**src/rtl/core/c6502_pkg.sv**
```systemverilog
// ----------------------------------------------------------------------------
// c6502_pkg: shared types and constants of the 6502 execute unit
// Instruction class codes, flag positions and the record passed from the
// front part to the back part.
// ----------------------------------------------------------------------------
package c6502_pkg;

   typedef enum logic [5:0] {
      OP_ADC = 6'd0,  OP_AND = 6'd1,  OP_ASL = 6'd2,  OP_BCC = 6'd3,
      OP_BCS = 6'd4,  OP_BEQ = 6'd5,  OP_BIT = 6'd6,  OP_BMI = 6'd7,
      OP_BNE = 6'd8,  OP_BPL = 6'd9,  OP_BRK = 6'd10, OP_BVC = 6'd11,
      OP_BVS = 6'd12, OP_CLC = 6'd13, OP_CLD = 6'd14, OP_CLI = 6'd15,
      OP_CLV = 6'd16, OP_CMP = 6'd17, OP_CPX = 6'd18, OP_CPY = 6'd19,
      OP_DEC = 6'd20, OP_DEX = 6'd21, OP_DEY = 6'd22, OP_EOR = 6'd23,
      OP_INC = 6'd24, OP_INX = 6'd25, OP_INY = 6'd26, OP_JMP = 6'd27,
      OP_JSR = 6'd28, OP_LDA = 6'd29, OP_LDX = 6'd30, OP_LDY = 6'd31,
      OP_LSR = 6'd32, OP_NOP = 6'd33, OP_ORA = 6'd34, OP_PHA = 6'd35,
      OP_PHP = 6'd36, OP_PLA = 6'd37, OP_PLP = 6'd38, OP_ROL = 6'd39,
      OP_ROR = 6'd40, OP_RTI = 6'd41, OP_RTS = 6'd42, OP_SBC = 6'd43,
      OP_SEC = 6'd44, OP_SED = 6'd45, OP_SEI = 6'd46, OP_STA = 6'd47,
      OP_STX = 6'd48, OP_STY = 6'd49, OP_TAX = 6'd50, OP_TAY = 6'd51,
      OP_TSX = 6'd52, OP_TXA = 6'd53, OP_TXS = 6'd54, OP_TYA = 6'd55
   } op_type;

   localparam int FLAG_C = 0;
   localparam int FLAG_Z = 1;
   localparam int FLAG_I = 2;
   localparam int FLAG_D = 3;
   localparam int FLAG_B = 4;
   localparam int FLAG_U = 5;
   localparam int FLAG_V = 6;
   localparam int FLAG_N = 7;

   localparam logic [7:0]  SP_RESET     = 8'hFD;
   localparam logic [7:0]  STATUS_RESET = 8'h24;
   localparam logic [7:0]  STACK_PAGE   = 8'h01;
   localparam logic        CSR_BRK_VEC  = 1'b0;
   localparam int          QUEUE_DEPTH  = 2;

   // Decoded instruction as the front part hands it to the back part.
   typedef struct packed {
      logic [5:0]  op;
      logic        known;
      logic [7:0]  operand;
      logic        acc_mode;
      logic [15:0] address;
      logic [7:0]  rel_offset;
      logic [15:0] pc_in;
      logic [23:0] stack_read;
      logic        is_branch;
      logic        pen;
   } instr_type;

endpackage

```
**src/rtl/core/c6502_front.sv**
```systemverilog
// ----------------------------------------------------------------------------
// c6502_front: instruction intake and classification
// Accepts decoded instructions, classifies branches and page-penalty
// classes, and holds them in a short queue for the back part.
// ----------------------------------------------------------------------------
module c6502_front (
   input  logic                  clock,
   input  logic                  reset,
   input  logic                  req_valid,
   output logic                  req_stall,
   input  logic [5:0]            req_op,
   input  logic [7:0]            req_operand,
   input  logic                  req_acc_mode,
   input  logic [15:0]           req_address,
   input  logic signed [7:0]     req_rel_offset,
   input  logic [15:0]           req_pc_in,
   input  logic [23:0]           req_stack_read,
   output logic                  q_valid,
   output c6502_pkg::instr_type  q_head,
   input  logic                  q_pop
);
   c6502_pkg::instr_type entry_ff [c6502_pkg::QUEUE_DEPTH];
   logic       wr_ptr_ff, wr_ptr_in, rd_ptr_ff, rd_ptr_in;
   logic [1:0] count_ff, count_in;
   logic       push;
   c6502_pkg::instr_type cls;

   always_comb begin
      cls            = '0;
      cls.op         = req_op;
      cls.known      = (req_op <= 6'(c6502_pkg::OP_TYA));
      cls.operand    = req_operand;
      cls.acc_mode   = req_acc_mode;
      cls.address    = req_address;
      cls.rel_offset = req_rel_offset;
      cls.pc_in      = req_pc_in;
      cls.stack_read = req_stack_read;
      cls.is_branch  = 1'b0;
      cls.pen        = 1'b0;
      unique case (req_op) inside
         c6502_pkg::OP_BCC, c6502_pkg::OP_BCS, c6502_pkg::OP_BEQ,
         c6502_pkg::OP_BMI, c6502_pkg::OP_BNE, c6502_pkg::OP_BPL,
         c6502_pkg::OP_BVC, c6502_pkg::OP_BVS:
            cls.is_branch = 1'b1;
         c6502_pkg::OP_ADC, c6502_pkg::OP_AND, c6502_pkg::OP_CMP,
         c6502_pkg::OP_EOR, c6502_pkg::OP_LDA, c6502_pkg::OP_LDX,
         c6502_pkg::OP_LDY, c6502_pkg::OP_ORA, c6502_pkg::OP_SBC:
            cls.pen = 1'b1;
         default: ;
      endcase
   end

   assign req_stall = (count_ff == 2'(c6502_pkg::QUEUE_DEPTH));
   assign push      = req_valid && !req_stall;
   assign q_valid   = (count_ff != 2'd0);
   assign q_head    = entry_ff[rd_ptr_ff];

   always_comb begin
      wr_ptr_in = push  ? !wr_ptr_ff : wr_ptr_ff;
      rd_ptr_in = q_pop ? !rd_ptr_ff : rd_ptr_ff;
      count_in  = count_ff + 2'(push) - 2'(q_pop);
   end

   always_ff @(posedge clock) begin
      if (reset) begin
         wr_ptr_ff <= 1'b0;
         rd_ptr_ff <= 1'b0;
         count_ff  <= 2'd0;
      end else begin
         wr_ptr_ff <= wr_ptr_in;
         rd_ptr_ff <= rd_ptr_in;
         count_ff  <= count_in;
      end
   end

   always_ff @(posedge clock) begin
      if (push) begin
         entry_ff[wr_ptr_ff] <= cls;
      end
   end
endmodule

```
**src/rtl/core/c6502_back.sv**
```systemverilog
// ----------------------------------------------------------------------------
// c6502_back: instruction execution and write sequencing
// Executes one queued instruction, updates the architectural registers and
// sends one word per memory write (at least one word per instruction).
// ----------------------------------------------------------------------------
module c6502_back (
   input  logic                  clock,
   input  logic                  reset,
   input  logic                  q_valid,
   input  c6502_pkg::instr_type  q_head,
   output logic                  q_pop,
   input  logic [15:0]           break_vector,
   output logic                  rsp_valid,
   input  logic                  rsp_stall,
   output logic                  rsp_write_valid,
   output logic [15:0]           rsp_write_address,
   output logic [7:0]            rsp_write_data,
   output logic [15:0]           rsp_new_pc,
   output logic [1:0]            rsp_branch_cycles,
   output logic                  rsp_page_penalty_ok,
   output logic [7:0]            rsp_acc_out,
   output logic [7:0]            rsp_x_out,
   output logic [7:0]            rsp_y_out,
   output logic [7:0]            rsp_status_out,
   output logic [7:0]            rsp_sp_out,
   output logic                  rsp_last
);
   logic [7:0] a_ff, x_ff, y_ff, sp_ff, p_ff;
   logic [7:0] a_in, x_in, y_in, sp_in, p_in;
   logic [1:0] idx_ff, idx_in;

   // Output register
   logic        ov_ff, ov_in;
   logic        owv_ff;
   logic [15:0] owa_ff;
   logic [7:0]  owd_ff;
   logic [15:0] opc_ff;
   logic [1:0]  obc_ff;
   logic        open_ff;
   logic [7:0]  oa_ff, ox_ff, oy_ff, op_ff, osp_ff;
   logic        olast_ff;

   // Execution results
   logic [1:0]  nwr;
   logic [15:0] wa [3];
   logic [7:0]  wd [3];
   logic [15:0] pc_n;
   logic [1:0]  bcyc;
   logic [7:0]  an, xn, yn, spn, pn;
   logic [7:0]  m, src, v;
   logic [8:0]  sum;
   logic        take, cf;
   logic [15:0] ret, tgt;
   logic [7:0]  s0, s1, s2;
   logic        can_load, emit, is_last;

   assign s0 = q_head.stack_read[7:0];
   assign s1 = q_head.stack_read[15:8];
   assign s2 = q_head.stack_read[23:16];

   always_comb begin
      nwr  = 2'd0;
      for (int k = 0; k < 3; k++) begin
         wa[k] = 16'd0;
         wd[k] = 8'd0;
      end
      pc_n = q_head.pc_in;
      an = a_ff; xn = x_ff; yn = y_ff; spn = sp_ff; pn = p_ff;
      m    = q_head.operand;
      src  = q_head.acc_mode ? a_ff : m;
      v    = 8'd0;
      cf   = p_ff[c6502_pkg::FLAG_C];
      sum  = 9'd0;
      take = 1'b0;
      ret  = 16'd0;
      if (q_head.known) begin
         unique case (c6502_pkg::op_type'(q_head.op))
            c6502_pkg::OP_ADC, c6502_pkg::OP_SBC: begin
               v   = (q_head.op == 6'(c6502_pkg::OP_SBC)) ? ~m : m;
               sum = {1'b0, a_ff} + {1'b0, v} + 9'(cf);
               an  = sum[7:0];
               pn[c6502_pkg::FLAG_C] = sum[8];
               pn[c6502_pkg::FLAG_V] = ~(a_ff[7] ^ v[7]) & (a_ff[7] ^ sum[7]);
               v = sum[7:0];
            end
            c6502_pkg::OP_AND: begin an = a_ff & m; v = an; end
            c6502_pkg::OP_EOR: begin an = a_ff ^ m; v = an; end
            c6502_pkg::OP_ORA: begin an = a_ff | m; v = an; end
            c6502_pkg::OP_ASL, c6502_pkg::OP_LSR,
            c6502_pkg::OP_ROL, c6502_pkg::OP_ROR: begin
               unique case (c6502_pkg::op_type'(q_head.op))
                  c6502_pkg::OP_ASL: begin v = {src[6:0], 1'b0}; pn[0] = src[7]; end
                  c6502_pkg::OP_ROL: begin v = {src[6:0], cf};   pn[0] = src[7]; end
                  c6502_pkg::OP_LSR: begin v = {1'b0, src[7:1]}; pn[0] = src[0]; end
                  default:           begin v = {cf, src[7:1]};   pn[0] = src[0]; end
               endcase
               if (q_head.acc_mode) begin
                  an = v;
               end else begin
                  nwr = 2'd1; wa[0] = q_head.address; wd[0] = v;
               end
            end
            c6502_pkg::OP_BCC: take = !p_ff[c6502_pkg::FLAG_C];
            c6502_pkg::OP_BCS: take =  p_ff[c6502_pkg::FLAG_C];
            c6502_pkg::OP_BEQ: take =  p_ff[c6502_pkg::FLAG_Z];
            c6502_pkg::OP_BNE: take = !p_ff[c6502_pkg::FLAG_Z];
            c6502_pkg::OP_BMI: take =  p_ff[c6502_pkg::FLAG_N];
            c6502_pkg::OP_BPL: take = !p_ff[c6502_pkg::FLAG_N];
            c6502_pkg::OP_BVS: take =  p_ff[c6502_pkg::FLAG_V];
            c6502_pkg::OP_BVC: take = !p_ff[c6502_pkg::FLAG_V];
            c6502_pkg::OP_BIT: begin
               pn[7:6] = m[7:6];
               pn[c6502_pkg::FLAG_Z] = ((a_ff & m) == 8'd0);
            end
            c6502_pkg::OP_BRK: begin
               ret = q_head.pc_in + 16'd1;
               nwr = 2'd3;
               wa[0] = {c6502_pkg::STACK_PAGE, sp_ff};          wd[0] = ret[15:8];
               wa[1] = {c6502_pkg::STACK_PAGE, sp_ff - 8'd1};   wd[1] = ret[7:0];
               wa[2] = {c6502_pkg::STACK_PAGE, sp_ff - 8'd2};   wd[2] = p_ff | 8'h30;
               spn = sp_ff - 8'd3;
               pn[c6502_pkg::FLAG_I] = 1'b1;
               pn[c6502_pkg::FLAG_B] = 1'b0;
               pc_n = break_vector;
            end
            c6502_pkg::OP_CLC: pn[c6502_pkg::FLAG_C] = 1'b0;
            c6502_pkg::OP_CLD: pn[c6502_pkg::FLAG_D] = 1'b0;
            c6502_pkg::OP_CLI: pn[c6502_pkg::FLAG_I] = 1'b0;
            c6502_pkg::OP_CLV: pn[c6502_pkg::FLAG_V] = 1'b0;
            c6502_pkg::OP_SEC: pn[c6502_pkg::FLAG_C] = 1'b1;
            c6502_pkg::OP_SED: pn[c6502_pkg::FLAG_D] = 1'b1;
            c6502_pkg::OP_SEI: pn[c6502_pkg::FLAG_I] = 1'b1;
            c6502_pkg::OP_CMP, c6502_pkg::OP_CPX, c6502_pkg::OP_CPY: begin
               src = (q_head.op == 6'(c6502_pkg::OP_CMP)) ? a_ff :
                     (q_head.op == 6'(c6502_pkg::OP_CPX)) ? x_ff : y_ff;
               sum = {1'b0, src} - {1'b0, m};
               v   = sum[7:0];
               pn[c6502_pkg::FLAG_C] = !sum[8];
            end
            c6502_pkg::OP_DEC, c6502_pkg::OP_INC: begin
               v = (q_head.op == 6'(c6502_pkg::OP_DEC)) ? m - 8'd1 : m + 8'd1;
               nwr = 2'd1; wa[0] = q_head.address; wd[0] = v;
            end
            c6502_pkg::OP_DEX: begin xn = x_ff - 8'd1; v = xn; end
            c6502_pkg::OP_DEY: begin yn = y_ff - 8'd1; v = yn; end
            c6502_pkg::OP_INX: begin xn = x_ff + 8'd1; v = xn; end
            c6502_pkg::OP_INY: begin yn = y_ff + 8'd1; v = yn; end
            c6502_pkg::OP_JMP: pc_n = q_head.address;
            c6502_pkg::OP_JSR: begin
               ret = q_head.pc_in - 16'd1;
               nwr = 2'd2;
               wa[0] = {c6502_pkg::STACK_PAGE, sp_ff};        wd[0] = ret[15:8];
               wa[1] = {c6502_pkg::STACK_PAGE, sp_ff - 8'd1}; wd[1] = ret[7:0];
               spn = sp_ff - 8'd2;
               pc_n = q_head.address;
            end
            c6502_pkg::OP_LDA: begin an = m; v = m; end
            c6502_pkg::OP_LDX: begin xn = m; v = m; end
            c6502_pkg::OP_LDY: begin yn = m; v = m; end
            c6502_pkg::OP_NOP: ;
            c6502_pkg::OP_PHA, c6502_pkg::OP_PHP: begin
               nwr = 2'd1;
               wa[0] = {c6502_pkg::STACK_PAGE, sp_ff};
               wd[0] = (q_head.op == 6'(c6502_pkg::OP_PHA)) ? a_ff : (p_ff | 8'h30);
               spn = sp_ff - 8'd1;
            end
            c6502_pkg::OP_PLA: begin spn = sp_ff + 8'd1; an = s0; v = s0; end
            c6502_pkg::OP_PLP: begin
               spn = sp_ff + 8'd1;
               pn = (s0 & 8'hEF) | 8'h20;
            end
            c6502_pkg::OP_RTI: begin
               spn = sp_ff + 8'd3;
               pn = (s0 & 8'hEF) | 8'h20;
               pc_n = {s2, s1};
            end
            c6502_pkg::OP_RTS: begin
               spn = sp_ff + 8'd2;
               pc_n = {s1, s0} + 16'd1;
            end
            c6502_pkg::OP_STA: begin nwr = 2'd1; wa[0] = q_head.address; wd[0] = a_ff; end
            c6502_pkg::OP_STX: begin nwr = 2'd1; wa[0] = q_head.address; wd[0] = x_ff; end
            c6502_pkg::OP_STY: begin nwr = 2'd1; wa[0] = q_head.address; wd[0] = y_ff; end
            c6502_pkg::OP_TAX: begin xn = a_ff; v = a_ff; end
            c6502_pkg::OP_TAY: begin yn = a_ff; v = a_ff; end
            c6502_pkg::OP_TSX: begin xn = sp_ff; v = sp_ff; end
            c6502_pkg::OP_TXA: begin an = x_ff; v = x_ff; end
            c6502_pkg::OP_TXS: spn = x_ff;
            c6502_pkg::OP_TYA: begin an = y_ff; v = y_ff; end
            default: ;
         endcase
         // N and Z follow the value v for the classes listed here; BIT, PLP and RTI set them in their own branches.
         case (c6502_pkg::op_type'(q_head.op)) inside
            c6502_pkg::OP_ADC, c6502_pkg::OP_SBC, c6502_pkg::OP_AND,
            c6502_pkg::OP_EOR, c6502_pkg::OP_ORA, c6502_pkg::OP_ASL,
            c6502_pkg::OP_LSR, c6502_pkg::OP_ROL, c6502_pkg::OP_ROR,
            c6502_pkg::OP_CMP, c6502_pkg::OP_CPX, c6502_pkg::OP_CPY,
            c6502_pkg::OP_DEC, c6502_pkg::OP_INC, c6502_pkg::OP_DEX,
            c6502_pkg::OP_DEY, c6502_pkg::OP_INX, c6502_pkg::OP_INY,
            c6502_pkg::OP_LDA, c6502_pkg::OP_LDX, c6502_pkg::OP_LDY,
            c6502_pkg::OP_PLA, c6502_pkg::OP_TAX, c6502_pkg::OP_TAY,
            c6502_pkg::OP_TSX, c6502_pkg::OP_TXA, c6502_pkg::OP_TYA: begin
               pn[c6502_pkg::FLAG_N] = v[7];
               pn[c6502_pkg::FLAG_Z] = (v == 8'd0);
            end
            default: ;
         endcase
      end
      tgt  = q_head.pc_in + {{8{q_head.rel_offset[7]}}, q_head.rel_offset};
      bcyc = 2'd0;
      if (q_head.is_branch && take) begin
         bcyc = (tgt[15:8] != q_head.pc_in[15:8]) ? 2'd2 : 2'd1;
         pc_n = tgt;
      end
   end

   // One word per write; the instruction retires on its final word.
   assign can_load = !ov_ff || !rsp_stall;
   assign emit     = q_valid && can_load;
   assign is_last  = (nwr == 2'd0) || (idx_ff == nwr - 2'd1);
   assign q_pop    = emit && is_last;

   always_comb begin
      idx_in = idx_ff;
      if (emit) begin
         idx_in = is_last ? 2'd0 : idx_ff + 2'd1;
      end
      ov_in = emit ? 1'b1 : (rsp_stall ? ov_ff : 1'b0);
      a_in = a_ff; x_in = x_ff; y_in = y_ff; sp_in = sp_ff; p_in = p_ff;
      if (q_pop) begin
         a_in = an; x_in = xn; y_in = yn; sp_in = spn; p_in = pn;
      end
   end

   always_ff @(posedge clock) begin
      if (reset) begin
         a_ff   <= 8'd0;
         x_ff   <= 8'd0;
         y_ff   <= 8'd0;
         sp_ff  <= c6502_pkg::SP_RESET;
         p_ff   <= c6502_pkg::STATUS_RESET;
         idx_ff <= 2'd0;
         ov_ff  <= 1'b0;
      end else begin
         a_ff   <= a_in;
         x_ff   <= x_in;
         y_ff   <= y_in;
         sp_ff  <= sp_in;
         p_ff   <= p_in;
         idx_ff <= idx_in;
         ov_ff  <= ov_in;
      end
   end

   always_ff @(posedge clock) begin
      if (emit) begin
         owv_ff   <= (nwr != 2'd0);
         owa_ff   <= wa[idx_ff];
         owd_ff   <= wd[idx_ff];
         opc_ff   <= pc_n;
         obc_ff   <= bcyc;
         open_ff  <= q_head.pen;
         oa_ff    <= an;
         ox_ff    <= xn;
         oy_ff    <= yn;
         op_ff    <= pn;
         osp_ff   <= spn;
         olast_ff <= is_last;
      end
   end

   assign rsp_valid           = ov_ff;
   assign rsp_write_valid     = owv_ff;
   assign rsp_write_address   = owa_ff;
   assign rsp_write_data      = owd_ff;
   assign rsp_new_pc          = opc_ff;
   assign rsp_branch_cycles   = obc_ff;
   assign rsp_page_penalty_ok = open_ff;
   assign rsp_acc_out         = oa_ff;
   assign rsp_x_out           = ox_ff;
   assign rsp_y_out           = oy_ff;
   assign rsp_status_out      = op_ff;
   assign rsp_sp_out          = osp_ff;
   assign rsp_last            = olast_ff;
endmodule

```
**src/rtl/core/cpu6502_execute_unit_core.sv**
```systemverilog
// ----------------------------------------------------------------------------
// cpu6502_execute_unit_core: 6502 execute stage without decimal mode
// Takes decoded instructions on the req_ channel and returns one rsp_ word
// per memory write the instruction makes (one word if it makes none).
// Each word carries the new PC and a snapshot of A, X, Y, P and S after the
// whole instruction; rsp_last marks the final word of an instruction.
// An instruction is registered in a queue entry, and each of its words in the output register.
// Throughput: one word per cycle unless rsp_stall holds the output, so an
// instruction holds the back part for one word per write (three for BRK, two for JSR), else one.
// A two-entry queue separates intake from execution, so req_stall rises only
// when that queue is full. While rsp_stall is high and a word is valid, that
// word holds and execution pauses; intake continues until the queue fills.
// Reset (synchronous) clears the queue and output, sets A, X, Y to zero, S
// to 0xFD, P to 0x24 and the break vector register to zero.
// The break vector lives at byte address 0 of the psel/paddr port (any paddr with bit 2 clear).
// ----------------------------------------------------------------------------
module cpu6502_execute_unit_core (
   input  logic               clock,
   input  logic               reset,
   input  logic               req_valid,
   output logic               req_stall,
   input  logic [5:0]         req_op,
   input  logic [7:0]         req_operand,
   input  logic               req_acc_mode,
   input  logic [15:0]        req_address,
   input  logic signed [7:0]  req_rel_offset,
   input  logic [15:0]        req_pc_in,
   input  logic [23:0]        req_stack_read,
   output logic               rsp_valid,
   input  logic               rsp_stall,
   output logic               rsp_write_valid,
   output logic [15:0]        rsp_write_address,
   output logic [7:0]         rsp_write_data,
   output logic [15:0]        rsp_new_pc,
   output logic [1:0]         rsp_branch_cycles,
   output logic               rsp_page_penalty_ok,
   output logic [7:0]         rsp_acc_out,
   output logic [7:0]         rsp_x_out,
   output logic [7:0]         rsp_y_out,
   output logic [7:0]         rsp_status_out,
   output logic [7:0]         rsp_sp_out,
   output logic               rsp_last,
   input  logic               psel,
   input  logic               penable,
   input  logic               pwrite,
   input  logic [2:0]         paddr,
   input  logic [31:0]        pwdata,
   output logic [31:0]        prdata,
   output logic               pready
);
   logic [15:0] brk_vec_ff;
   logic        q_valid, q_pop;
   c6502_pkg::instr_type q_head;

   assign pready = 1'b1;
   assign prdata = (paddr[2] == c6502_pkg::CSR_BRK_VEC) ? {16'd0, brk_vec_ff} : 32'd0;

   always_ff @(posedge clock) begin
      if (reset) begin
         brk_vec_ff <= 16'd0;
      end else if (psel && penable && pwrite && paddr[2] == c6502_pkg::CSR_BRK_VEC) begin
         brk_vec_ff <= pwdata[15:0];
      end
   end

   c6502_front u_front (
      .clock, .reset, .req_valid, .req_stall, .req_op, .req_operand,
      .req_acc_mode, .req_address, .req_rel_offset, .req_pc_in, .req_stack_read,
      .q_valid, .q_head, .q_pop
   );

   c6502_back u_back (
      .clock, .reset, .q_valid, .q_head, .q_pop, .break_vector(brk_vec_ff),
      .rsp_valid, .rsp_stall, .rsp_write_valid, .rsp_write_address,
      .rsp_write_data, .rsp_new_pc, .rsp_branch_cycles, .rsp_page_penalty_ok,
      .rsp_acc_out, .rsp_x_out, .rsp_y_out, .rsp_status_out, .rsp_sp_out,
      .rsp_last
   );

   a_stall_hold: assert property (@(posedge clock) disable iff (reset)
      rsp_valid && rsp_stall |=> rsp_valid && $stable(rsp_new_pc))
      else $error("output word changed under stall");
   a_unused_bit: assert property (@(posedge clock) disable iff (reset)
      rsp_valid |-> rsp_status_out[c6502_pkg::FLAG_U] && !rsp_status_out[c6502_pkg::FLAG_B])
      else $error("status word has bad U or B bit");
   a_nowrite_last: assert property (@(posedge clock) disable iff (reset)
      rsp_valid && !rsp_write_valid |-> rsp_last)
      else $error("word without a write is not final");
endmodule
```
**config.mk**
```make
export PLATFORM = sky130hd
export DESIGN_NAME = cpu6502_execute_unit_core
export DESIGN_NICKNAME = d
export VERILOG_FILES = /design/src/rtl/core/c6502_pkg.sv /design/src/rtl/core/c6502_front.sv /design/src/rtl/core/c6502_back.sv /design/src/rtl/core/cpu6502_execute_unit_core.sv
export SDC_FILE = /design/constraint.sdc
export NUM_CORES = 1
export LEC_CHECK = 0
export ABC_AREA = 1
export BUFFER_PORTS_ARGS = -buffer_cell sky130_fd_sc_hd__clkbuf_2
export CORE_ASPECT_RATIO = 0.8
export CORE_MARGIN = 2
export CORE_UTILIZATION = 40
export CTS_CLUSTER_SIZE = 30
export DETAILED_ROUTE_END_ITERATION = 10
export SLEW_MARGIN = 0
export SYNTH_ARGS = -nofsm -noshare
export SYNTH_HDL_FRONTEND = slang
export SYNTH_HIERARCHICAL = 1
export SYNTH_SLANG_ARGS = --single-unit
```
**constraint.sdc**
```tcl
create_clock -name clock -period 5.6 [get_ports clock]
set_input_delay 0.84 -clock clock [delete_from_list [all_inputs] [get_ports clock]]
set_output_delay 0.84 -clock clock [all_outputs]
set_load 0.1 [all_outputs]
```
==> impl_metrics.env, run 1 <==
export IMPL_routedWlPerCell_um=24.8
export IMPL_yosysTopAreaCell="edfxtp_1"
export IMPL_netlist_instances=2443
export IMPL_final_setup_tns_ns=0
export IMPL_cts_resized_gates=0
export IMPL_hpwl_um=64200
export IMPL_critPathLaunchType="flip-flop"
export IMPL_drc=0
export IMPL_outcome="completed"
export IMPL_synth_edf_count=249
export IMPL_track_usage_pct=30.3
export IMPL_postCtsSetupBuffers=0
export IMPL_first_pass_iters=5
export IMPL_max_freq_mhz=207
export IMPL_initial_core_util_pct=40.5
export IMPL_async_flop_share_pct=0
export IMPL_drt_total_wl_um=82800
export IMPL_p_per_area_nw_per_um2=579
export IMPL_p_leak_nw=10.1
export IMPL_path_max_fanout=22
export IMPL_gp_congestion=0.997
export IMPL_peakVddDrop_uv=455
export IMPL_ioPinCount=241
export IMPL_clockBufferDepth=3
export IMPL_crit_path_end_kind="flip-flop"
export IMPL_cts_sinks=313
export IMPL_hp_class="flip-flop to flip-flop"
export IMPL_layout_drive_gt1_share_pct=17.4
export IMPL_finalCriticalPeriod_ns=4.83
export IMPL_postCtsHoldBufs=0
export IMPL_drtIter0Drc=2098
export IMPL_antenna_found_initial=2
export IMPL_ys_seq_area_share_pct=42.4
export IMPL_synth_avg_cell_area_um2=8.46
export IMPL_grt_pass1_vias=17900
export IMPL_yosysTopAreaCellShare_pct=36.2
export IMPL_hold_slack_ns=0.459
export IMPL_grt_overflow=0
export IMPL_ant_nets=0
export IMPL_clock_latency_ns=0.55
export IMPL_combPwrFrac_pct=55.7
export IMPL_crit_arrival_ns=5.24
export IMPL_grt_start_max_net_pins=54
export IMPL_yosysMostFrequentCell="nand2_1"
export IMPL_seqPwrFrac_pct=27.6
export IMPL_cts_root_buffer="clkbuf_16"
export IMPL_die_width_um=258
export IMPL_synthTopCellsByCount="461 x nand2_1, 268 x inv_1, 249 x edfxtp_1"
export IMPL_syn2layout_area_growth_pct=12.5
export IMPL_worstMarginPinSlew_ns=1.22
export IMPL_yosys_top_cells_area="edfxtp_1 36%, nand2_1 8.4%, dfxtp_1 6.2%"
export IMPL_grt_pass1_wl_um=120000
export IMPL_synth_warnings=6
export IMPL_period_share_pct=86.3
export IMPL_path_clk_slew_ns=0.06
export IMPL_p_total_mw=13.5
export IMPL_tritoncts="built"
export IMPL_die_height_um=207
export IMPL_synth_cell_types=71
export IMPL_insertedDiodeCount=0
export IMPL_path_class="flip-flop to flip-flop"
export IMPL_required_ns=6.00
export IMPL_cts_buffers=34
export IMPL_p_int_mw=6.28
export IMPL_io_buffers=205
export IMPL_via_count=19200
export IMPL_die_area_um2=53500
export IMPL_finalHoldViolCount=0
export IMPL_final_setup_skew_ns=0.0222
export IMPL_setup_viol=0
export IMPL_cts_max_level=2
export IMPL_vias_per_cell=5.75
export IMPL_clockPowerShare_pct=16.8
export IMPL_rsz0062_at_grt="no"
export IMPL_synth_ff_type="edfxtp_1"
export IMPL_drv_slew=0
export IMPL_drv_cap=0
export IMPL_slew_headroom_pct=16.5
export IMPL_swShare_pct=53.4
export IMPL_num_rows=74
export IMPL_core_area_um2=51000
export IMPL_syn_area_um2=20700
export IMPL_ys_ff_latch=313
export IMPL_switching_power_mw=7.19
export IMPL_nets=2829
[area by class of cell]
cell class / instances / area, um^2
fill: 5080 / 27800
multi-input combinational: 1751 / 10200
sequential: 313 / 8760
timing repair buffer: 228 / 1200
inverter: 301 / 1140
clock buffer: 53 / 996
tap: 684 / 856
clock inverter: 8 / 104
[logic make-up (layout without fill, tap and decap cells)]
kind of cell	after synthesis	in the layout	share of synthesized area, %
AOI/OAI and AO/OA	484	484	13.7
adders and majority gates	79	79	5.00
and+or+nand+nor	1047	1047	22.6
buffers and inverters	394	590	8.64
muxes	82	82	5.92
DFF	313	313	42.4
other	2	17	0.0363
xor gates and xnor gates	42	42	1.78
[power by group through the flow]
stage / clock network, mW / registers (mW) / logic, mW
after floorplan: 0 / 5.82 / 3.52
after global placement: 0 / 3.74 / 7.34
after detailed placement: 0 / 3.76 / 7.37
after CTS: 2.31 / 3.71 / 7.40
after global routing: 2.39 / 3.76 / 7.97
final: 2.26 / 3.71 / 7.50
[metal layers]
metal	global-route usage, %	part of all wire, %
met3	5.57	9.3
met4	6.60	2.1
met2	43.0	41
met1	47.3	48
met5	0	0.016
[flip-flops by register name, indices dropped and copies added (netlist names), 2 cells and up, named ones only]
register,count
u_front/entry_ff,164
brk_vec_ff,16
u_back/rsp_new_pc,16
u_back/rsp_write_address,16
u_back/a_ff,8
u_back/p_ff,8
u_back/rsp_acc_out,8
u_back/rsp_sp_out,8
u_back/rsp_status_out,8
u_back/rsp_write_data,8
u_back/rsp_x_out,8
u_back/rsp_y_out,8
u_back/sp_ff,8
u_back/x_ff,8
u_back/y_ff,8
u_back/idx_ff,2
u_back/rsp_branch_cycles,2
u_front/count_ff,2
[cells in the final DEF (no fill, tap or decap), types with 5 or more instances in the layout]
cell type / instances
o211ai_1: 25
clkinv_1: 13
o221ai_1: 6
nor2_2: 30
nor2_4: 7
inv_1: 266
a211oi_1: 9
nor2_1: 224
a221oi_1: 12
or2_2: 15
nor4_1: 11
clkbuf_16: 36
clkbuf_2: 206
nor3_1: 37
o31ai_1: 5
clkbuf_1: 13
mux2_4: 80
nand2_2: 11
buf_4: 23
nand3b_1: 5
o2111ai_1: 10
nand4_1: 48
edfxtp_1: 249
nand2_1: 461
o22ai_1: 38
fa_1: 6
xnor2_1: 11
a31oi_1: 10
nand3_1: 182
a22oi_1: 15
inv_2: 19
conb_1: 17
o21ai_1: 24
o21ai_0: 176
ha_1: 73
a21oi_1: 124
dfxtp_1: 63
xor2_1: 31
[metrics by stage]
step	util (%)	instances	cell area [um^2]	worst slack, ns
after floorplan	-	2458	20700	0.719
final	45.6	3338	23300	0.768
after CTS	45.6	3338	23300	0.850
after global routing	45.6	3338	23300	0.427
after detailed placement	43.4	3277	22200	0.876
after global placement	43.4	3277	22200	0.872
[critical path: stages, from the launching register on]
cell,delay (ns)
dfxtp_4,0.59
mux2_4,0.38
nor2_4,0.46
inv_2,0.27
nor2_1,0.59
o211ai_1,0.18
o21ai_0,0.15
ha_1,0.19
inv_1,0.05
fa_1,0.43
nand3_1,0.13
nand3b_1,0.09
nand3_1,0.12
nand2_1,0.06
nor2_1,0.16
nand2_1,0.08
nor3_1,0.25
nand3_1,0.11
nor2_1,0.11
nand4_1,0.15
nand2_1,0.12
[final timing paths]
check                       from                  endpoint  slack [ns]  cells after the start
setup / recovery       flip-flop  u_back/rsp_status_out[1]        0.77                     20
hold / removal    u_back/p_ff[5]            u_back/p_ff[5]        0.46                      2
setup reg to reg       flip-flop  u_back/rsp_status_out[1]        0.77                     20
hold reg to reg   u_back/p_ff[5]            u_back/p_ff[5]        0.46                      2
(Power assumes the default switching activity.)
==> run 2: changes to the inputs <==
Settings changed: CORE_ASPECT_RATIO 0.8 to 1.5, SETUP_SLACK_MARGIN from default to 0.4.
==> run 2 against run 1 <==
  * First-iteration DRC count fell by 25%
  * Critical path depth fell by 1
  * Critical endpoint is now u_back/p_ff[1]
  * Die area barely moved
  * Core utilization fell by 0.14 points
  * Sequential power barely moved
  * Maximum frequency rose by 2.5%
  * Clock-buffer cell count fell by 13
  * Clock skew rose by 0.0028 ns
==> impl_metrics.env, run 2 (synthesis gave the netlist of run 1 again) <==
export IMPL_core_area_um2=51300
export IMPL_num_rows=102
export IMPL_crit_family="simple AND/OR/NAND/NOR gates"
export IMPL_top_register="u_front/entry_ff"
export IMPL_path_max_fanout=12
export IMPL_most_common_layout_cells="461 x nand2_1, 266 x inv_1, 249 x edfxtp_1, 224 x nor2_1, 205 x clkbuf_2"
export IMPL_r2r_slack_ns=0.88
export IMPL_antenna_found_initial=3
export IMPL_crit_path_end_kind="flip-flop"
export IMPL_peakVddDrop_uv=474
export IMPL_final_setup_skew_ns=0.0249
export IMPL_p_per_area_nw_per_um2=583
export IMPL_outcome="completed"
export IMPL_nets=2842
export IMPL_grt_pass1_vias=18900
export IMPL_hp_class="input port to flip-flop"
export IMPL_cts_resized_gates=0
export IMPL_postCtsHoldBufs=0
export IMPL_ioPinCount=241
export IMPL_finalCriticalPeriod_ns=4.72
export IMPL_setup_viol=0
export IMPL_final_core_util_pct=45.4
export IMPL_grt_pass1_wl_um=132000
export IMPL_grt_start_max_net_pins=80
export IMPL_cpMaxStageDelayCell="nor2_2"
export IMPL_path_clk_slew_ns=0.07
export IMPL_drv_cap=0
export IMPL_max_stage_delay_ns=0.53
export IMPL_rsz0062_at_grt="no"
export IMPL_grt_overflow=0
export IMPL_p_leak_nw=10.1
export IMPL_io_buffers=205
export IMPL_clockBufferDepth=3
export IMPL_layout_drive_gt1_share_pct=17.9
export IMPL_crit_chain="mux2_4, nor2_2, nand2_4, xor2_1, fa_1, fa_1, inv_1, nand2_1, nand3_1, nand4_1, nor2_1, nand3_1, nor2_1, nand2_1, nor2_1, nand4_1, nand3_1, nand2_1, inv_1"
export IMPL_crit_buf_inv=2
export IMPL_die_height_um=282
export IMPL_period_share_pct=84.2
export IMPL_cts_max_level=1
export IMPL_tritoncts="built"
export IMPL_critPathLaunchType="flip-flop"
export IMPL_drt_total_wl_um=93800
export IMPL_crit_arrival_ns=5.28
export IMPL_fillers=5127
export IMPL_vias_per_cell=5.75
export IMPL_regArea_um2=8760
export IMPL_worstMarginPinSlew_ns=1.18
export IMPL_routedWlPerCell_um=28.1
export IMPL_hp_start="req_pc_in[14]"
export IMPL_layout_commonest_cell="nand2_1"
export IMPL_die_width_um=190
export IMPL_ant_nets=0
export IMPL_die_area_um2=53600
export IMPL_initial_core_util_pct=40.3
export IMPL_track_usage_pct=34.9
export IMPL_path_class="flip-flop to flip-flop"
export IMPL_drtIter0Drc=1572
export IMPL_postCtsSetupBuffers=0
export IMPL_multi_input_area_um2=10200
export IMPL_finalHoldViolCount=0
export IMPL_syn2layout_area_growth_pct=12.8
export IMPL_cts_root_buffer="clkbuf_16"
export IMPL_max_freq_mhz=212
export IMPL_largest_register_ffs=164
export IMPL_drc=0
export IMPL_drv_slew=0
export IMPL_hpwl_um=73800
export IMPL_gp_congestion=1.04
export IMPL_cts_buffers=30
export IMPL_via_count=19200
export IMPL_final_setup_tns_ns=0
export IMPL_slew_headroom_pct=21.2
export IMPL_first_pass_iters=6
export IMPL_required_ns=6.16
export IMPL_clock_latency_ns=0.62
export IMPL_cts_sinks=313
run 2: changes by cell type in the layout (fill, tap and decap cells not counted), sizes merged:
cell and change:
buf +17, bufinv +1, clkbuf -13, clkinv +6, diode +1, inv +1
run 2: power breakdown:
part | switching (mW) | internal, mW | total, mW
clock network | 0.924 | 1.15 | 2.08
logic | 6.11 | 1.72 | 7.83
registers | 0.404 | 3.28 | 3.68
run 2: stage by stage:
stage,setup slack (ns),cell area (um^2),std cells,hold WS (ns),power [mW]
CTS,0.996,23300,3339,0.402,13.5
finish,0.884,23300,3343,0.414,13.6
detailed placement,1.02,22300,3283,0.449,11.4
global route,0.513,23300,3342,0.390,14.2
global placement,0.972,22300,3283,0.442,11.4
floorplan,0.719,20700,2458,0.431,9.34
run 2: metal layers:
metal / vias to the layer above / global-route usage, % / wire (um) / part of all wire (%)
met5: - / 0 / 23 / 0.025
met4: 4 / 30.6 / 10100 / 11
met3: 339 / 6.14 / 5130 / 5.5
met2: 920 / 62.9 / 47300 / 50
met1: 9122 / 34.5 / 31200 / 33
li1: 8825 / - / - / -
run 2: cell type report:
cell class / instances / area share, %
Multi-Input combinational cell: 1751 / 43.9
Clock inverter: 16 / 0.692
Timing Repair Buffer: 245 / 5.88
Inverter: 301 / 4.88
Clock buffer: 40 / 3.47
Antenna cell: 1 / 0.0107
Tap cell: 676 / 3.63
Sequential cell: 313 / 37.6
run 2: path summary, 6_finish.rpt:
check                       endpoint  cells past startpoint
min          u_front/entry_ff[0][40]                      1
max                   u_back/p_ff[1]                     19
min reg2reg           u_back/p_ff[4]                      2
max reg2reg           u_back/p_ff[1]                     19
